### config.mk
export PLATFORM = sky130hd
export DESIGN_NAME = compass_heading_sector_top
export DESIGN_NICKNAME = d
export VERILOG_FILES = /design/src/design/chs_pkg.sv /design/src/design/chs_prep.sv /design/src/design/chs_cell.sv /design/src/design/chs_finish.sv /design/src/design/compass_heading_sector_top.sv
export SDC_FILE = /design/constraint.sdc
export NUM_CORES = 2
export LEC_CHECK = 0
export BUFFER_PORTS_ARGS = -buffer_cell sky130_fd_sc_hd__buf_2
export CAP_MARGIN = 20
export CORE_MARGIN = 5
export CORE_UTILIZATION = 56
export CTS_CLUSTER_SIZE = 40
export DETAILED_ROUTE_END_ITERATION = 6
export HOLD_SLACK_MARGIN = 0.03
export PLACE_DENSITY_LB_ADDON = 0.05
export SLEW_MARGIN = 20
export SYNTH_ARGS = -nofsm -noshare
export SYNTH_HDL_FRONTEND = slang
export SYNTH_SLANG_ARGS = --single-unit
### constraint.sdc
create_clock -name clk -period 16.96 [get_ports clk]
set_clock_uncertainty 0.2 [all_clocks]
set_input_delay 0 -clock clk [delete_from_list [all_inputs] [get_ports clk]]
set_output_delay 0 -clock clk [all_outputs]
set_load 0.02 [all_outputs]
### src/design/chs_pkg.sv
package chs_pkg;

    // angle inside the pipeline: 1/2^24 turn
    localparam int ANGLE_BITS = 24;
    localparam int HEAD_BITS = 16;
    localparam int DEG_BITS = 9;
    localparam int SECTOR_BITS = 5;
    localparam int TABLE_LEN = 24;
    localparam int SCALE_SHIFT = 16;
    localparam int GUARD_BITS = 2;

    localparam int CORDIC_STEPS_DEF = 16;
    localparam int SAMPLE_BITS_DEF = 12;

    localparam logic [ANGLE_BITS-1:0] ANGLE_ZERO = 24'h000000;
    localparam logic [ANGLE_BITS-1:0] QUARTER_TURN = 24'h400000;
    localparam logic [ANGLE_BITS-1:0] HALF_TURN = 24'h800000;
    localparam logic [ANGLE_BITS-1:0] THREE_QUARTER_TURN = 24'hC00000;
    localparam logic [ANGLE_BITS-1:0] ROUND_HALF = 24'h000080;

    // declination after reset, about 0.22 rad
    localparam logic [HEAD_BITS-1:0] DECL_RESET = 16'd2295;

    localparam logic [8:0] DEG_PER_TURN = 9'd360;

    // sector bounds in 1/65536 turn, boundary value belongs to the lower sector
    localparam logic [HEAD_BITS-1:0] NORTH_LOW_BOUND = 16'd2048;
    localparam logic [HEAD_BITS-1:0] NORTH_HIGH_BOUND = 16'd63488;
    localparam logic [HEAD_BITS-1:0] SECTOR_ORIGIN = 16'd2049;
    localparam int SECTOR_SHIFT = 12;

    localparam logic [SECTOR_BITS-1:0] SECTOR_NNE = 5'd1;
    localparam logic [SECTOR_BITS-1:0] SECTOR_N = 5'd16;

    // angle word handed from cell to cell
    typedef struct packed {
        logic                  fixed;
        logic [ANGLE_BITS-1:0] z;
    } angle_t;

    // atan(2^-i) in 1/2^24 turn
    function automatic logic [ANGLE_BITS-1:0] atan_step(input int idx);
        logic [ANGLE_BITS-1:0] val;
        begin
            case (idx)
                0:       val = 24'd2097152;
                1:       val = 24'd1238021;
                2:       val = 24'd654136;
                3:       val = 24'd332050;
                4:       val = 24'd166669;
                5:       val = 24'd83416;
                6:       val = 24'd41718;
                7:       val = 24'd20860;
                8:       val = 24'd10430;
                9:       val = 24'd5215;
                10:      val = 24'd2608;
                11:      val = 24'd1304;
                12:      val = 24'd652;
                13:      val = 24'd326;
                14:      val = 24'd163;
                15:      val = 24'd81;
                16:      val = 24'd41;
                17:      val = 24'd20;
                18:      val = 24'd10;
                19:      val = 24'd5;
                20:      val = 24'd3;
                21:      val = 24'd1;
                22:      val = 24'd1;
                default: val = 24'd0;
            endcase
            return val;
        end
    endfunction

endpackage

### src/design/chs_prep.sv
module chs_prep #(
    parameter int SAMPLE_BITS = chs_pkg::SAMPLE_BITS_DEF,
    parameter int W = SAMPLE_BITS + chs_pkg::SCALE_SHIFT + chs_pkg::GUARD_BITS
) (
    input  logic                          clk,
    input  logic                          rst_n,
    input  logic                          up_valid,
    output logic                          up_ready,
    input  logic signed [SAMPLE_BITS-1:0] mag_x,
    input  logic signed [SAMPLE_BITS-1:0] mag_y,
    output logic                          down_valid,
    input  logic                          down_ready,
    output logic signed [W-1:0]           x_out,
    output logic signed [W-1:0]           y_out,
    output chs_pkg::angle_t               ang_out
);

    logic                 valid_reg;
    logic signed [W-1:0]  x_reg, x_next;
    logic signed [W-1:0]  y_reg, y_next;
    chs_pkg::angle_t      ang_reg, ang_next;
    logic signed [W-1:0]  x_ext, y_ext;
    logic                 x_zero, y_zero;

    assign up_ready = !valid_reg || down_ready;

    // sign extend and scale by 2^16
    assign x_ext = {{(W - SAMPLE_BITS - chs_pkg::SCALE_SHIFT){mag_x[SAMPLE_BITS-1]}},
                    mag_x, {chs_pkg::SCALE_SHIFT{1'b0}}};
    assign y_ext = {{(W - SAMPLE_BITS - chs_pkg::SCALE_SHIFT){mag_y[SAMPLE_BITS-1]}},
                    mag_y, {chs_pkg::SCALE_SHIFT{1'b0}}};
    assign x_zero = (mag_x == '0);
    assign y_zero = (mag_y == '0);

    // axis and zero vectors get an exact angle, left half plane is turned over
    always_comb
    begin
        x_next = x_ext;
        y_next = y_ext;
        ang_next.fixed = 1'b1;
        ang_next.z = chs_pkg::ANGLE_ZERO;
        if (x_zero && y_zero)
        begin
            ang_next.z = chs_pkg::ANGLE_ZERO;
        end
        else if (y_zero)
        begin
            ang_next.z = mag_x[SAMPLE_BITS-1] ? chs_pkg::HALF_TURN : chs_pkg::ANGLE_ZERO;
        end
        else if (x_zero)
        begin
            ang_next.z = mag_y[SAMPLE_BITS-1] ? chs_pkg::THREE_QUARTER_TURN
                                              : chs_pkg::QUARTER_TURN;
        end
        else if (mag_x[SAMPLE_BITS-1])
        begin
            ang_next.fixed = 1'b0;
            x_next = -x_ext;
            y_next = -y_ext;
            ang_next.z = chs_pkg::HALF_TURN;
        end
        else
        begin
            ang_next.fixed = 1'b0;
        end
    end

    // stage valid
    always_ff @(posedge clk or negedge rst_n)
    begin
        if (!rst_n)
            valid_reg <= 1'b0;
        else if (up_ready)
            valid_reg <= up_valid;
    end

    // stage data
    always_ff @(posedge clk)
    begin
        if (up_ready && up_valid)
        begin
            x_reg <= x_next;
            y_reg <= y_next;
            ang_reg <= ang_next;
        end
    end

    assign down_valid = valid_reg;
    assign x_out = x_reg;
    assign y_out = y_reg;
    assign ang_out = ang_reg;

endmodule

### src/design/chs_cell.sv
module chs_cell #(
    parameter int W = chs_pkg::SAMPLE_BITS_DEF + chs_pkg::SCALE_SHIFT + chs_pkg::GUARD_BITS,
    parameter int SHIFT = 0
) (
    input  logic                clk,
    input  logic                rst_n,
    input  logic                up_valid,
    output logic                up_ready,
    input  logic signed [W-1:0] x_in,
    input  logic signed [W-1:0] y_in,
    input  chs_pkg::angle_t     ang_in,
    output logic                down_valid,
    input  logic                down_ready,
    output logic signed [W-1:0] x_out,
    output logic signed [W-1:0] y_out,
    output chs_pkg::angle_t     ang_out
);

    localparam logic [chs_pkg::ANGLE_BITS-1:0] ATAN_VAL = chs_pkg::atan_step(SHIFT);

    logic                valid_reg;
    logic signed [W-1:0] x_reg, x_next;
    logic signed [W-1:0] y_reg, y_next;
    chs_pkg::angle_t     ang_reg, ang_next;
    logic signed [W-1:0] dx, dy;

    assign up_ready = !valid_reg || down_ready;
    assign dx = y_in >>> SHIFT;
    assign dy = x_in >>> SHIFT;

    // one vectoring rotation toward the x axis
    always_comb
    begin
        x_next = x_in;
        y_next = y_in;
        ang_next = ang_in;
        if (!ang_in.fixed)
        begin
            if (!y_in[W-1])
            begin
                x_next = x_in + dx;
                y_next = y_in - dy;
                ang_next.z = ang_in.z + ATAN_VAL;
            end
            else
            begin
                x_next = x_in - dx;
                y_next = y_in + dy;
                ang_next.z = ang_in.z - ATAN_VAL;
            end
        end
    end

    // stage valid
    always_ff @(posedge clk or negedge rst_n)
    begin
        if (!rst_n)
            valid_reg <= 1'b0;
        else if (up_ready)
            valid_reg <= up_valid;
    end

    // stage data
    always_ff @(posedge clk)
    begin
        if (up_ready && up_valid)
        begin
            x_reg <= x_next;
            y_reg <= y_next;
            ang_reg <= ang_next;
        end
    end

    assign down_valid = valid_reg;
    assign x_out = x_reg;
    assign y_out = y_reg;
    assign ang_out = ang_reg;

endmodule

### src/design/chs_finish.sv
module chs_finish (
    input  logic                                  clk,
    input  logic                                  rst_n,
    input  logic                                  up_valid,
    output logic                                  up_ready,
    input  chs_pkg::angle_t                       ang_in,
    input  logic [chs_pkg::HEAD_BITS-1:0]         decl,
    output logic                                  out_valid,
    input  logic                                  out_ready,
    output logic [chs_pkg::HEAD_BITS-1:0]         heading_turns,
    output logic [chs_pkg::DEG_BITS-1:0]          heading_degrees,
    output logic [chs_pkg::SECTOR_BITS-1:0]       sector
);

    localparam int PROD_BITS = chs_pkg::HEAD_BITS + chs_pkg::DEG_BITS;

    logic                                 head_valid_reg;
    logic                                 head_ready;
    logic [chs_pkg::HEAD_BITS-1:0]        head_reg, head_next;
    logic [chs_pkg::ANGLE_BITS-1:0]       z_round;

    logic                                 out_valid_reg;
    logic [chs_pkg::HEAD_BITS-1:0]        turns_reg;
    logic [chs_pkg::DEG_BITS-1:0]         deg_reg, deg_next;
    logic [chs_pkg::SECTOR_BITS-1:0]      sector_reg, sector_next;
    logic [PROD_BITS-1:0]                 deg_prod;
    logic [chs_pkg::HEAD_BITS-1:0]        sector_offs;

    // round to 1/65536 turn and add declination, wrapping in one turn
    assign z_round = ang_in.z + chs_pkg::ROUND_HALF;
    assign head_next = z_round[chs_pkg::ANGLE_BITS-1 -: chs_pkg::HEAD_BITS] + decl;

    assign up_ready = !head_valid_reg || head_ready;
    assign head_ready = !out_valid_reg || out_ready;

    always_ff @(posedge clk or negedge rst_n)
    begin
        if (!rst_n)
            head_valid_reg <= 1'b0;
        else if (up_ready)
            head_valid_reg <= up_valid;
    end

    always_ff @(posedge clk)
    begin
        if (up_ready && up_valid)
            head_reg <= head_next;
    end

    // whole degrees and compass point
    assign deg_prod = PROD_BITS'(head_reg) * PROD_BITS'(chs_pkg::DEG_PER_TURN);
    assign deg_next = deg_prod[PROD_BITS-1 -: chs_pkg::DEG_BITS];
    assign sector_offs = head_reg - chs_pkg::SECTOR_ORIGIN;

    always_comb
    begin
        if (head_reg <= chs_pkg::NORTH_LOW_BOUND || head_reg > chs_pkg::NORTH_HIGH_BOUND)
            sector_next = chs_pkg::SECTOR_N;
        else
            sector_next = chs_pkg::SECTOR_BITS'(sector_offs >> chs_pkg::SECTOR_SHIFT)
                          + chs_pkg::SECTOR_NNE;
    end

    // output word register
    always_ff @(posedge clk or negedge rst_n)
    begin
        if (!rst_n)
            out_valid_reg <= 1'b0;
        else if (head_ready)
            out_valid_reg <= head_valid_reg;
    end

    always_ff @(posedge clk)
    begin
        if (head_ready && head_valid_reg)
        begin
            turns_reg <= head_reg;
            deg_reg <= deg_next;
            sector_reg <= sector_next;
        end
    end

    assign out_valid = out_valid_reg;
    assign heading_turns = turns_reg;
    assign heading_degrees = deg_reg;
    assign sector = sector_reg;

endmodule

### src/design/compass_heading_sector_top.sv
// register path: prep stage, each CORDIC cell, then the heading and output registers in the finish stage
// throughput: one word per cycle while the output is not stalled, one CORDIC rotation per cell in the chain
// a stalled output stops the chain only once bubbles between the cells are filled
// reset: stage valid bits clear, declination returns to 2295
// no memories, so no clearing pass after reset
module compass_heading_sector_top #(
    parameter int CORDIC_STEPS = chs_pkg::CORDIC_STEPS_DEF,
    parameter int SAMPLE_BITS = chs_pkg::SAMPLE_BITS_DEF
) (
    input  logic                                  clk,
    input  logic                                  rst_n,
    input  logic                                  cfg_valid,
    output logic                                  cfg_ready,
    input  logic signed [chs_pkg::HEAD_BITS-1:0]  declination,
    input  logic                                  in_valid,
    output logic                                  in_ready,
    input  logic signed [SAMPLE_BITS-1:0]         mag_x,
    input  logic signed [SAMPLE_BITS-1:0]         mag_y,
    output logic                                  out_valid,
    input  logic                                  out_ready,
    output logic [chs_pkg::HEAD_BITS-1:0]         heading_turns,
    output logic [chs_pkg::DEG_BITS-1:0]          heading_degrees,
    output logic [chs_pkg::SECTOR_BITS-1:0]       sector
);

    localparam int W = SAMPLE_BITS + chs_pkg::SCALE_SHIFT + chs_pkg::GUARD_BITS;

    logic [chs_pkg::HEAD_BITS-1:0] decl_reg;

    logic                valid_chain [0:CORDIC_STEPS];
    logic                ready_chain [0:CORDIC_STEPS];
    logic signed [W-1:0] x_chain     [0:CORDIC_STEPS];
    logic signed [W-1:0] y_chain     [0:CORDIC_STEPS];
    chs_pkg::angle_t     ang_chain   [0:CORDIC_STEPS];

    // declination register
    assign cfg_ready = 1'b1;

    always_ff @(posedge clk or negedge rst_n)
    begin
        if (!rst_n)
            decl_reg <= chs_pkg::DECL_RESET;
        else if (cfg_valid && cfg_ready)
            decl_reg <= declination;
    end

    // scaling and half-plane fold
    chs_prep #(
        .SAMPLE_BITS (SAMPLE_BITS),
        .W           (W)
    ) u_prep (
        .clk        (clk),
        .rst_n      (rst_n),
        .up_valid   (in_valid),
        .up_ready   (in_ready),
        .mag_x      (mag_x),
        .mag_y      (mag_y),
        .down_valid (valid_chain[0]),
        .down_ready (ready_chain[0]),
        .x_out      (x_chain[0]),
        .y_out      (y_chain[0]),
        .ang_out    (ang_chain[0])
    );

    // chain of rotation cells
    for (genvar i = 0; i < CORDIC_STEPS; i++)
    begin : g_cell
        chs_cell #(
            .W     (W),
            .SHIFT (i)
        ) u_cell (
            .clk        (clk),
            .rst_n      (rst_n),
            .up_valid   (valid_chain[i]),
            .up_ready   (ready_chain[i]),
            .x_in       (x_chain[i]),
            .y_in       (y_chain[i]),
            .ang_in     (ang_chain[i]),
            .down_valid (valid_chain[i+1]),
            .down_ready (ready_chain[i+1]),
            .x_out      (x_chain[i+1]),
            .y_out      (y_chain[i+1]),
            .ang_out    (ang_chain[i+1])
        );
    end

    // rounding, declination, degrees and sector
    chs_finish u_finish (
        .clk             (clk),
        .rst_n           (rst_n),
        .up_valid        (valid_chain[CORDIC_STEPS]),
        .up_ready        (ready_chain[CORDIC_STEPS]),
        .ang_in          (ang_chain[CORDIC_STEPS]),
        .decl            (decl_reg),
        .out_valid       (out_valid),
        .out_ready       (out_ready),
        .heading_turns   (heading_turns),
        .heading_degrees (heading_degrees),
        .sector          (sector)
    );

    // output word consistency
    a_sector_range: assert property (@(posedge clk) disable iff (!rst_n)
        out_valid |-> (sector >= chs_pkg::SECTOR_NNE && sector <= chs_pkg::SECTOR_N))
        else $error("sector out of range");

    a_degree_range: assert property (@(posedge clk) disable iff (!rst_n)
        out_valid |-> (heading_degrees < chs_pkg::DEG_PER_TURN))
        else $error("degrees out of range");

    a_north_low: assert property (@(posedge clk) disable iff (!rst_n)
        (out_valid && heading_turns <= chs_pkg::NORTH_LOW_BOUND) |-> (sector == chs_pkg::SECTOR_N))
        else $error("heading near zero not north");

    a_north_high: assert property (@(posedge clk) disable iff (!rst_n)
        (out_valid && heading_turns > chs_pkg::NORTH_HIGH_BOUND) |-> (sector == chs_pkg::SECTOR_N))
        else $error("heading near full turn not north");

endmodule
==> reports/qor.json <==
{
  "drt": {
    "detail_route.iter0.violations": 6883,
    "dr_total_vias": 84800,
    "drt_drc_violations_left": 0,
    "totalWireLength_um": 283000,
    "avgViaCountPerCell": 6.05,
    "routed_wire_length_per_instance_um": 20.2,
    "first_pass_iters": 6,
    "detail-route-antenna-nets": 0
  },
  "yosys": {
    "dominantRegCellSynth": "edfxtp_1",
    "post-synth-top-area-fraction": 0.333,
    "ys_warn_count": 0,
    "synth_top_family_by_area": "compound AO/OA/AOI/OAI gates",
    "netlist_top_cells_area": "edfxtp_1 (33%), ha_1 (13%), xnor2_1 (6.1%)",
    "sequential_cell_area_fraction_in_the_yosys_report": 0.341,
    "postSynthNetCount": 12600,
    "post_synth_fa_ha_maj_area_fraction": 0.143,
    "postSynthRegisterBits": 1166,
    "number_of_synthesized_flops_with_an_enable_pin": 1131,
    "synth_compound_gate_area_share": 0.197,
    "synth_area_leader": "edfxtp_1",
    "synth-simple-area-share": 0.161,
    "yosysUniqueCellTypes": 100,
    "postSynthAreaPerCell_um2": 8.91,
    "synthArstFlopShare": 0.0300,
    "syn-cell-area_um2": 102000,
    "yosys-mux-area-fraction": 0.0157,
    "netlist_instances": 11500,
    "synthXorXnorAreaFrac": 0.112
  },
  "place": {
    "dp_cells": 13600,
    "pre_cts_ws_ps": 11480,
    "gpl.final_weighted_congestion": 0.939,
    "dp.final_hpwl_um": 215000,
    "postPlaceCellArea_um2": 105000,
    "port_buffers": 76
  },
  "floorplanning": {
    "die_x_um": 437,
    "io_pins": 78,
    "floorplan.die.height_um": 437,
    "core_area_um2": 181000,
    "start_util": 0.564,
    "rows": 156,
    "die-area_um2": 191000
  },
  "timing": {
    "slew_viol_final": 0,
    "timing.slew.headroom": 0.199,
    "timing_worst_slew_pin_value_ps": 1190,
    "layout_min_cycle_time_ps": 5570,
    "layout_setup_ws_ps": 11390,
    "grt_setup_unrepaired": "false",
    "finalHoldViolations": 0,
    "fmax_ghz": 0.180,
    "setup_tns_ps": 0,
    "final_min_period_over_clock_period": 0.328,
    "finalSetupViolCount": 0
  },
  "critical_path": {
    "cp_top_delay_family": "simple AND/OR/NAND/NOR gates",
    "rr_worst_depth": 18,
    "worst_ep_arrival_time_ps": 5870,
    "crit_fanout": 7,
    "startpoint_type": "flop",
    "rrSetupSlack_ps": 11390,
    "worst_setup_path_end_kind": "flop",
    "worst-path-stages": 18,
    "worst-path-buf-inv": 0,
    "required_ps": 17260,
    "criticalPathCategory": "reg2reg",
    "critical_path.cell_chain": "nor3_1 > nand2_1 > nor4b_1 > and2_1 > nor3b_1 > nor2_1 > xor2_1 > ha_1 > nand3_1 > nor2_1 > nand2_1 > o21ai_1 > a41oi_1 > a2111oi_0 > nor2_1 > a21oi_1 > xnor2_1 > o21ai_0",
    "crit_top_cell": "nor2_1",
    "timing.critical_path.slowest_cell_delay_ps": 690,
    "critical-path-slowest-cell": "a2111oi_0"
  },
  "run": {
    "max-cap-violations": 0
  },
  "power_and_ir_drop": {
    "leakagePower_nw": 45.7,
    "power.ir.vdd_worst_mv": 0.151,
    "powerDensity_nw_per_um2": 184
  },
  "clock_tree": {
    "cts.path.max_buffers": 3,
    "worst_skew_pair.late_latency_ps": 800,
    "clock_sink_count": 1166,
    "cts_tree": "built",
    "post_cts_resize_count": 0,
    "worst_setup_hold_path_clk_slew_ps": 60,
    "clock-root-buffer": "clkbuf_16",
    "cts-buffers-inserted": 141,
    "cts_htree_levels": 4
  },
  "hold_path": {
    "hold_path.class": "in2reg",
    "whs_path_depth": 4
  },
  "cells_and_area": {
    "fin_nets": 12700,
    "post_layout_nonfiller_instances": 14000,
    "fraction_of_final_layout_cells_with_drive_strength_greater_than_1": 0.0520,
    "post_route_standard_cell_area_excluding_fillers_um2": 111000,
    "largest_register_ff_count": 360,
    "share_of_the_core_filled_with_cells_in_the_final_layout": 0.612,
    "flow.area_growth_from_synthesis_pct": 8.53
  },
  "global_routing": {
    "gr-total-overflow": 0,
    "number_of_antenna_violations_at_the_first_check_in_global_routing": 8,
    "pin_count_of_the_biggest_net_entering_global_routing": 152,
    "wire_length_of_the_first_global_routing_pass_um": 444000,
    "via_count_of_the_first_global_routing_pass": 80400,
    "grt_util_all_layers": 0.286
  },
  "status": {
    "status": "completed"
  }
}
==> path summary, 6_finish.rpt <==
path,startpoint,to
worst max-delay path,g_cell[11].u_cell.x_out[16],g_cell[12].u_cell.y_out[29]
worst min-delay path,mag_y[10],u_prep.y_out[29]
worst max register to register,g_cell[11].u_cell.x_out[16],g_cell[12].u_cell.y_out[29]
worst min register to register,g_cell[9].u_cell.ang_out[3],g_cell[10].u_cell.ang_out[3]
max in group asynchronous,rst_n,g_cell[2].u_cell.down_valid
min in group asynchronous,rst_n,decl_reg[6]
==> cells in the mapped netlist (all sizes together) (58+ instances only) <==
cell	number
nand2	1351
o21ai	1158
edfxtp	1131
ha	1065
a21oi	923
nor2	906
xnor2	706
xor2	598
inv	474
a21o	333
nor3	313
clkbuf	279
nand3	192
nand2b	141
o21bai	128
o21a	126
nor2b	114
mux2	113
a31oi	107
o31ai	107
and3	101
a211oi	92
or3	89
nor4	68
and2	65
fa	64
nand4	58
==> metal layers <==
layer / up-vias / routed length [um] / GRT usage
met5: - / 0 / 0
met4: 0 / 8390 / 0.0834
met3: 457 / 14300 / 0.0307
met2: 2263 / 131000 / 0.476
met1: 40300 / 128000 / 0.396
li1: 41800 / - / -
==> worst reg2reg max path, stage by stage, from the launching register on <==
cell and delay, ps:
edfxtp_1 470, nor3_1 380, nand2_1 130, nor4b_1 460, and2_1 300, nor3b_1 630
nor2_1 110, xor2_1 170, ha_1 400, nand3_1 100, nor2_1 140, nand2_1 70
o21ai_1 250, a41oi_1 250, a2111oi_0 700, nor2_1 110, a21oi_1 180, xnor2_1 140
o21ai_0 90
==> through the flow <==
stage	hold WS, ps	total power, W
after floorplan	-496	0.0140
after global placement	-2.99	0.0168
after detailed placement	15.9	0.0170
after CTS	34.7	0.0203
after global routing	170	0.0220
final	163	0.0204
==> report_power, final <==
part,switching [W],total (W),internal [W]
combinational,0.00664,0.0116,0.00492
sequential,0.00109,0.00561,0.00452
clock,0.00130,0.00319,0.00188
total,0.00903,0.0204,0.0113
==> cells by family after synthesis <==
kind of cell	Yosys count
DFF	1166
and+or+nand+nor	3578
buffers and inverters	810
adders and majority gates	1129
xor gates and xnor gates	1304
other	1
muxes	146
AOI/OAI and AO/OA	3324
==> layout make-up <==
class / count / area (um^2)
Antenna cell: 1 / 2.50
Multi-Input combinational cell: 9482 / 64300
Timing Repair Buffer: 260 / 2090
Inverter: 478 / 1790
Fill cell: 15600 / 70300
Clock buffer: 167 / 3750
Clock inverter: 90 / 1070
Tap cell: 2370 / 2970
Sequential cell: 1166 / 34800
==> layout by cell type, fill, tap and decap left out, drive strengths merged, types with 101 or more instances in the layout <==
cell type,n
edfxtp,1131
o21ai,1158
xnor2,706
o21bai,128
a21o,333
nand2,1351
nand2b,141
o21a,126
buf,138
nor3,313
nor2,906
and3,101
nand3,192
mux2,113
a31oi,107
xor2,598
clkbuf,167
dlygate4sd3,122
a21oi,923
nor2b,114
inv,485
ha,1065
o31ai,107
==> timing repair <==
| item | 4_1_cts | 5_1_grt |
|---|---|---|
| hold buffers | 123 | 0 |
| endpoints found under the hold margin | 157 | 0 |
| buffers inserted | 0 | 0 |
Power figures use the tool's default switching activity.
